==> config.mk <==
export PLATFORM = sky130hd
export DESIGN_NAME = timer_deadline_queue_top
export DESIGN_NICKNAME = d
export VERILOG_FILES = /design/src/design/tdq_pkg.sv /design/src/design/tdq_cell.sv /design/src/design/timer_deadline_queue_top.sv
export SDC_FILE = /design/constraint.sdc
export NUM_CORES = 2
export LEC_CHECK = 0
export BUFFER_PORTS_ARGS = -buffer_cell sky130_fd_sc_hd__clkbuf_2
export CAP_MARGIN = 25
export CORE_ASPECT_RATIO = 1.1
export CORE_UTILIZATION = 40
export CTS_CLUSTER_SIZE = 28
export DETAILED_ROUTE_END_ITERATION = 10
export PLACE_DENSITY_LB_ADDON = 0.12
export SETUP_SLACK_MARGIN = 0.1
export SYNTH_ARGS = -nofsm -noshare
export SYNTH_HDL_FRONTEND = slang
export SYNTH_SLANG_ARGS = --single-unit
==> constraint.sdc <==
create_clock -name aclk -period 9.4 [get_ports aclk]
set_input_delay 0.94 -clock aclk [delete_from_list [all_inputs] [get_ports aclk]]
set_output_delay 0.94 -clock aclk [all_outputs]
set_load 0.05 [all_outputs]
==> src/design/tdq_pkg.sv <==
// Shared types, constants and helpers for the timer deadline queue.
package tdq_pkg;

    localparam int DEPTH    = 16;
    localparam int ID_WIDTH = 8;
    localparam int DL_W     = 32;
    localparam int CNT_W    = $clog2(DEPTH + 1);

    // request modes
    localparam logic [1:0] MODE_ADD    = 2'd0;
    localparam logic [1:0] MODE_REMOVE = 2'd1;
    localparam logic [1:0] MODE_CHECK  = 2'd2;

    // result status codes
    localparam logic [1:0] ST_OK        = 2'd0;
    localparam logic [1:0] ST_NOT_FOUND = 2'd1;
    localparam logic [1:0] ST_FULL      = 2'd2;
    localparam logic [1:0] ST_ZERO      = 2'd3;

    typedef enum logic [1:0] {
        OP_HOLD,
        OP_INS,
        OP_DEL,
        OP_POP
    } tdq_op_t;

    typedef struct packed {
        tdq_op_t               op;
        logic [DL_W-1:0]       dl;
        logic [ID_WIDTH-1:0]   id;
    } tdq_cmd_t;

    // a is later than b when (a - b) read as signed is above zero
    function automatic logic later_than(input logic [DL_W-1:0] a,
                                        input logic [DL_W-1:0] b);
        logic [DL_W-1:0] d;
        begin
            d = a - b;
            return (d != '0) && !d[DL_W-1];
        end
    endfunction

    // take the low ID_WIDTH bits of an 8-bit port id
    function automatic logic [ID_WIDTH-1:0] to_id(input logic [7:0] w);
        logic [ID_WIDTH+7:0] t;
        begin
            t = (ID_WIDTH + 8)'(w);
            return t[ID_WIDTH-1:0];
        end
    endfunction

    // bring a stored id back to the 8-bit port width
    function automatic logic [7:0] from_id(input logic [ID_WIDTH-1:0] v);
        logic [ID_WIDTH+7:0] t;
        begin
            t = (ID_WIDTH + 8)'(v);
            return t[7:0];
        end
    endfunction

endpackage

==> src/design/tdq_cell.sv <==
// One slot of the sorted deadline chain: holds an entry and trades with its neighbors.
module tdq_cell (
    input  logic                          aclk,
    input  tdq_pkg::tdq_cmd_t             cmd,
    input  logic                          occ,
    input  logic                          chain_in,
    output logic                          chain_out,
    input  logic [tdq_pkg::DL_W-1:0]      left_dl,
    input  logic [tdq_pkg::ID_WIDTH-1:0]  left_id,
    input  logic [tdq_pkg::DL_W-1:0]      right_dl,
    input  logic [tdq_pkg::ID_WIDTH-1:0]  right_id,
    output logic [tdq_pkg::DL_W-1:0]      dl,
    output logic [tdq_pkg::ID_WIDTH-1:0]  id
);
    import tdq_pkg::*;

    logic [DL_W-1:0]     dl_reg, dl_next;
    logic [ID_WIDTH-1:0] id_reg, id_next;
    logic                hit;

    always_comb begin
        case (cmd.op)
            OP_INS:  hit = !occ || later_than(dl_reg, cmd.dl);
            OP_DEL:  hit = occ && (id_reg == cmd.id);
            OP_POP:  hit = 1'b1;
            default: hit = 1'b0;
        endcase
        chain_out = chain_in | hit;
    end

    always_comb begin
        dl_next = dl_reg;
        id_next = id_reg;
        case (cmd.op)
            OP_INS: begin
                // shift right past the insertion point, drop the new entry in at it
                if (chain_in) begin
                    dl_next = left_dl;
                    id_next = left_id;
                end else if (hit) begin
                    dl_next = cmd.dl;
                    id_next = cmd.id;
                end
            end
            OP_DEL, OP_POP: begin
                // close the gap from the removed slot onward
                if (chain_out) begin
                    dl_next = right_dl;
                    id_next = right_id;
                end
            end
            default: begin
            end
        endcase
    end

    always_ff @(posedge aclk) begin
        dl_reg <= dl_next;
        id_reg <= id_next;
    end

    assign dl = dl_reg;
    assign id = id_reg;

endmodule

==> src/design/timer_deadline_queue_top.sv <==
// Top level of the timer deadline queue: request sequencer, cell chain and result register.
// A request is taken while the sequencer is idle; its first result is registered on the first step.
// Add, remove and unused modes give one result per request; check gives one result per expired
// head plus a last one, one result per cycle while m_ready does not stall, from the single head pop per step.
// Every operation is one step of the cell chain, so stalls on m_ready hold the chain back.
// Reset: aresetn (synchronous, active low) empties the queue and clears the handshake state;
// the stored deadlines and ids are not cleared and are never read before being written.
module timer_deadline_queue_top (
    input  logic        aclk,
    input  logic        aresetn,
    input  logic        s_valid,
    output logic        s_ready,
    input  logic [1:0]  s_mode,
    input  logic [7:0]  s_waiter_id,
    input  logic [31:0] s_now,
    input  logic [30:0] s_delay,
    output logic        m_valid,
    input  logic        m_ready,
    output logic [1:0]  m_status,
    output logic        m_became_head,
    output logic        m_expired,
    output logic [7:0]  m_released_id,
    output logic [30:0] m_time_to_next,
    output logic        m_last
);
    import tdq_pkg::*;

    typedef enum logic {
        S_IDLE,
        S_BUSY
    } state_t;

    state_t              state_reg;
    logic [1:0]          mode_reg;
    logic [ID_WIDTH-1:0] id_reg;
    logic [DL_W-1:0]     now_reg;
    logic [30:0]         delay_reg;
    logic [CNT_W-1:0]    count_reg, count_next;

    logic        m_valid_reg;
    logic [1:0]  status_reg, status_next;
    logic        head_reg, head_next;
    logic        exp_reg, exp_next;
    logic [7:0]  rid_reg, rid_next;
    logic [30:0] ttn_reg, ttn_next;
    logic        last_reg, last_next;

    // chain wiring
    tdq_cmd_t            cmd;
    tdq_op_t             op_want;
    logic [DL_W-1:0]     cell_dl [DEPTH];
    logic [ID_WIDTH-1:0] cell_id [DEPTH];
    logic [DEPTH:0]      chain;
    logic [DL_W-1:0]     new_dl;
    logic [DL_W-1:0]     head_gap;
    logic                out_free;
    logic                step;
    logic                done;

    assign out_free = !m_valid_reg || m_ready;
    assign step     = (state_reg == S_BUSY) && out_free;
    assign s_ready  = (state_reg == S_IDLE);
    assign new_dl   = now_reg + DL_W'(delay_reg);
    assign head_gap = cell_dl[0] - now_reg;
    assign chain[0] = 1'b0;

    // decide what the current step does to the chain and what it reports
    always_comb begin
        op_want     = OP_HOLD;
        count_next  = count_reg;
        status_next = ST_OK;
        head_next   = 1'b0;
        exp_next    = 1'b0;
        rid_next    = '0;
        ttn_next    = '0;
        last_next   = 1'b1;
        case (mode_reg)
            MODE_ADD: begin
                if (delay_reg == '0) begin
                    status_next = ST_ZERO;
                end else if (count_reg == CNT_W'(DEPTH)) begin
                    status_next = ST_FULL;
                end else begin
                    op_want    = OP_INS;
                    count_next = count_reg + 1'b1;
                    // the new entry lands in slot 0 exactly when that slot takes it
                    head_next  = chain[1];
                end
            end
            MODE_REMOVE: begin
                op_want = OP_DEL;
                if (chain[DEPTH]) begin
                    count_next = count_reg - 1'b1;
                    rid_next   = from_id(id_reg);
                end else begin
                    status_next = ST_NOT_FOUND;
                end
            end
            MODE_CHECK: begin
                if (count_reg == '0) begin
                    ttn_next = '0;
                end else if (later_than(cell_dl[0], now_reg)) begin
                    ttn_next = head_gap[30:0];
                end else begin
                    // release the expired head and stay on this request
                    op_want    = OP_POP;
                    count_next = count_reg - 1'b1;
                    exp_next   = 1'b1;
                    rid_next   = from_id(cell_id[0]);
                    last_next  = 1'b0;
                end
            end
            default: begin
            end
        endcase
        done = last_next;
    end

    always_comb begin
        cmd.op = step ? op_want : OP_HOLD;
        cmd.dl = new_dl;
        cmd.id = id_reg;
    end

    for (genvar i = 0; i < DEPTH; i++) begin : g_cell
        logic [DL_W-1:0]     l_dl, r_dl;
        logic [ID_WIDTH-1:0] l_id, r_id;
        logic                occ;

        assign occ = (CNT_W'(i) < count_reg);

        if (i == 0) begin : g_first
            assign l_dl = new_dl;
            assign l_id = id_reg;
        end else begin : g_mid
            assign l_dl = cell_dl[i-1];
            assign l_id = cell_id[i-1];
        end

        if (i == DEPTH - 1) begin : g_last
            assign r_dl = cell_dl[i];
            assign r_id = cell_id[i];
        end else begin : g_body
            assign r_dl = cell_dl[i+1];
            assign r_id = cell_id[i+1];
        end

        tdq_cell u_cell (
            .aclk      (aclk),
            .cmd       (cmd),
            .occ       (occ),
            .chain_in  (chain[i]),
            .chain_out (chain[i+1]),
            .left_dl   (l_dl),
            .left_id   (l_id),
            .right_dl  (r_dl),
            .right_id  (r_id),
            .dl        (cell_dl[i]),
            .id        (cell_id[i])
        );
    end

    // sequencer, entry count and result register
    always_ff @(posedge aclk) begin
        if (!aresetn) begin
            state_reg   <= S_IDLE;
            count_reg   <= '0;
            m_valid_reg <= 1'b0;
        end else begin
            // load a new result on a step, otherwise drop valid once it is taken
            if (step) begin
                m_valid_reg <= 1'b1;
            end else if (m_ready) begin
                m_valid_reg <= 1'b0;
            end
            case (state_reg)
                S_IDLE: begin
                    if (s_valid) begin
                        state_reg <= S_BUSY;
                    end
                end
                S_BUSY: begin
                    if (step) begin
                        count_reg  <= count_next;
                        status_reg <= status_next;
                        head_reg   <= head_next;
                        exp_reg    <= exp_next;
                        rid_reg    <= rid_next;
                        ttn_reg    <= ttn_next;
                        last_reg   <= last_next;
                        if (done) begin
                            state_reg <= S_IDLE;
                        end
                    end
                end
                default: state_reg <= S_IDLE;
            endcase
        end
    end

    // hold the request fields
    always_ff @(posedge aclk) begin
        if (s_valid && s_ready) begin
            mode_reg  <= s_mode;
            id_reg    <= to_id(s_waiter_id);
            now_reg   <= s_now;
            delay_reg <= s_delay;
        end
    end

    assign m_valid        = m_valid_reg;
    assign m_status       = status_reg;
    assign m_became_head  = head_reg;
    assign m_expired      = exp_reg;
    assign m_released_id  = rid_reg;
    assign m_time_to_next = ttn_reg;
    assign m_last         = last_reg;

endmodule

==> insert_results.sql <==
INSERT INTO impl_metrics (metric_group, metric, value, unit) VALUES
('route', 'totalWireLength', '348', 'mm'),
('placed_design', 'placement.io_buffers', '122', ''),
('sta', 'fin_skew', '0.0815', 'ns'),
('worst_setup_path', 'timing.reg2reg.setup_slack', '0.46', 'ns'),
('grt', 'antenna_found_initial', '11', ''),
('power_and_ir_drop', 'ir_worst_vdd', '0.000182', 'V'),
('clock_network', 'insertion_delay_to_the_later_sink_of_the_worst_skew_pair', '0.80', 'ns'),
('grt', 'grt_util_met2', '0.520', ''),
('worst_setup_path', 'rr_worst_depth', '42', ''),
('hold_path', 'min_delay_path_depth', '1', ''),
('worst_setup_path', 'critical_path.slowest_cell', 'or4_4', ''),
('route', 'final_antenna_net_count', '0', ''),
('sta', 'max_freq', '112', 'MHz'),
('floorplan', 'top_level_ports', '123', ''),
('grt', 'overflow_left_after_global_routing', '0', ''),
('hold_path', 'min_delay_startpoint', 's_waiter_id[7]', ''),
('worst_setup_path', 'crit_start', 'now_reg[0]', ''),
('sta', 'post-route-period-util', '0.952', ''),
('worst_setup_path', 'critical_path.n_buffers_inverters', '10', ''),
('cells_and_area', 'final_layout_size_suffix_gt1_frac', '0.107', ''),
('worst_setup_path', 'cp-start-kind', 'register', ''),
('grt', 'global_route_wire_length_before_repair', '482', 'mm'),
('sta', 'worst_slew_pin_slew', '1.21', 'ns'),
('grt', 'grt.busiest_layer', 'met2', ''),
('sta', 'setup_repair_after_global_routing_missed_its_margin', 'false', ''),
('route', 'detail_route.first_pass.iterations', '6', ''),
('route', 'detailedRoute.firstIterationViolations', '9325', ''),
('grt', 'gr-usage-met1', '0.510', ''),
('synth', 'post_syn_area_per_cell', '8.54', 'µm²'),
('run_status', 'outcome', 'finished clean', ''),
('placed_design', 'globalplace.congestion', '1.01', ''),
('cells_and_area', 'design.final.nets', '9306', ''),
('floorplan', 'die_height', '449', 'µm'),
('synth', 'netlist_area', '0.0727', 'mm²'),
('clock_network', 'cts_inserted_buffers', '95', ''),
('worst_setup_path', 'required_time_at_the_endpoint_of_the_critical_path', '9.87', 'ns'),
('sta', 'holdWs', '0.322', 'ns'),
('placed_design', 'placed_cells_incl_taps', '10972', ''),
('worst_setup_path', 'worst-setup-path-type', 'reg2reg', ''),
('synth', 'ff_latch_count_synth', '764', ''),
('cells_and_area', 'largest_register_ff_count', '512', ''),
('synth', 'synth_cells', '8512', ''),
('power_and_ir_drop', 'cellPowerDensity', '338', 'mW/mm²'),
('sta', 'layout_setup_ws', '0.456', 'ns'),
('grt', 'vias_in_the_first_global_route', '65596', ''),
('synth', 'yosys.area.top_type_share', '0.313', ''),
('route', 'avgViaCountPerCell', '6.42', ''),
('worst_setup_path', 'timing.critical_path.max_delay_family', 'simple AND/OR/NAND/NOR gates', ''),
('clock_network', 'clk_pin_slew_worst_paths', '0.06', 'ns'),
('placed_design', 'pre_cts_ws', '-0.344', 'ns'),
('cells_and_area', 'mostFrequentLayoutCells', 'nand2_1, o21ai_0, edfxtp_1', ''),
('worst_setup_path', 'critical_path_peak_fanout', '10', ''),
('grt', 'groute.layer.met3.usage', '0.0635', ''),
('worst_setup_path', 'regToRegStartpoint', 'now_reg[0]', ''),
('hold_path', 'worst_hold_path.endpoint', 'g_cell[0].l_id[7]', ''),
('synth', 'ys.warnings.count', '0', ''),
('clock_network', 'clock_sink_count', '764', ''),
('cells_and_area', 'multi_input_area', '0.0474', 'mm²'),
('worst_setup_path', 'worst-endpoint-arrival', '9.41', 'ns'),
('synth', 'netlist_top_cells_area', 'edfxtp_1, ha_1, mux2i_1', ''),
('sta', 'maxSlewViolCount', '0', ''),
('synth', 'synth_top_flop_cell', 'edfxtp_1', ''),
('grt', 'largest_net_degree_at_the_start_of_global_routing', '112', ''),
('synth', 'synth.net_count', '9109', ''),
('clock_network', 'clock_tree.buffer_depth', '3', ''),
('power_and_ir_drop', 'p_leak', '32.2', 'nW'),
('synth', 'async_reset_ff_frac', '0', ''),
('hold_path', 'hp-class', 'in2reg', ''),
('cells_and_area', 'layout_stage_area_growth_over_the_synthesis_result', '13.6', '%'),
('synth', 'share_of_synthesized_area_occupied_by_flip_flops_and_latches', '0.315', ''),
('route', 'post-route-drc-count', '0', '');
[synth_stat cells (135+ instances only)]
cell type  instances
ha_1             502
nand3_1          177
a21oi_1          529
edfxtp_1         757
xnor2_1          247
nor3_1           177
nand2_1         1014
xor2_1           135
mux2i_1          535
nor2_1           535
clkbuf_1         334
o21ai_0          962
a21o_1           170
inv_1            341
[power by group]
| group | internal, W | leakage, nW | switching, W |
|---|---|---|---|
| Clock | 0.00229 | 1.58 | 0.00166 |
| Combinational | 0.00657 | 23.5 | 0.0106 |
| Sequential | 0.00522 | 7.15 | 0.00156 |
| Total | 0.0141 | 32.2 | 0.0139 |
[stage by stage]
step | power, W | cell area [µm²] | setup TNS, ns
after detailed placement | 0.0232 | 78500 | -75.34
after CTS | 0.0272 | 82000 | 0
after floorplan | 0.0170 | 72700 | 0
final | 0.0279 | 82600 | 0
after global routing | 0.0293 | 82600 | 0
after global placement | 0.0231 | 78500 | -67.74
[cell families after synthesis]
| family | share of synthesized area |
|---|---|
| compound gates | 0.239 |
| simple gates | 0.177 |
| buf+inv | 0.0449 |
| flops | 0.315 |
| mux | 0.0780 |
| fa+ha+maj | 0.0959 |
| xor+xnor | 0.0498 |
[area by class of cell]
class,count,share of cell area
flip-flops and latches,764,0.277
multi-input cells,6936,0.574
well taps,2392,0.0362
clock buffers,113,0.0296
clock inverters,62,0.0102
diodes,10,0.000303
inverters,344,0.0158
repair buffers,568,0.0575
[how the worst max path moves through the flow]
stage	endpoint	slack (ns)	depth (start not counted)
global placement	count_reg[0]	-0.30	39
CTS	g_cell[14].u_cell.dl[1]	0.11	42
floorplan	g_cell[14].u_cell.dl[0]	0.76	35
finish	g_cell[14].u_cell.dl[2]	0.46	42
global route	g_cell[13].u_cell.dl[6]	0.04	39
detailed placement	count_reg[0]	-0.34	39
[layer usage]
layer	share of wire	vias up
met1	0.43	35035
met2	0.41	3678
met4	0.062	4
met5	0.000080	-
met3	0.094	612
li1	-	32521
[what timing repair did]
| item | CTS | global route |
|---|---|---|
| setup endpoints to repair | 1047 | 1165 |
| pin swaps | 5 | 43 |
| resized for setup | 19 | 83 |
| buffers inserted | 5 | 22 |
| gates cloned | 0 | 4 |
No activity file was read; power rests on OpenSTA's default activity.
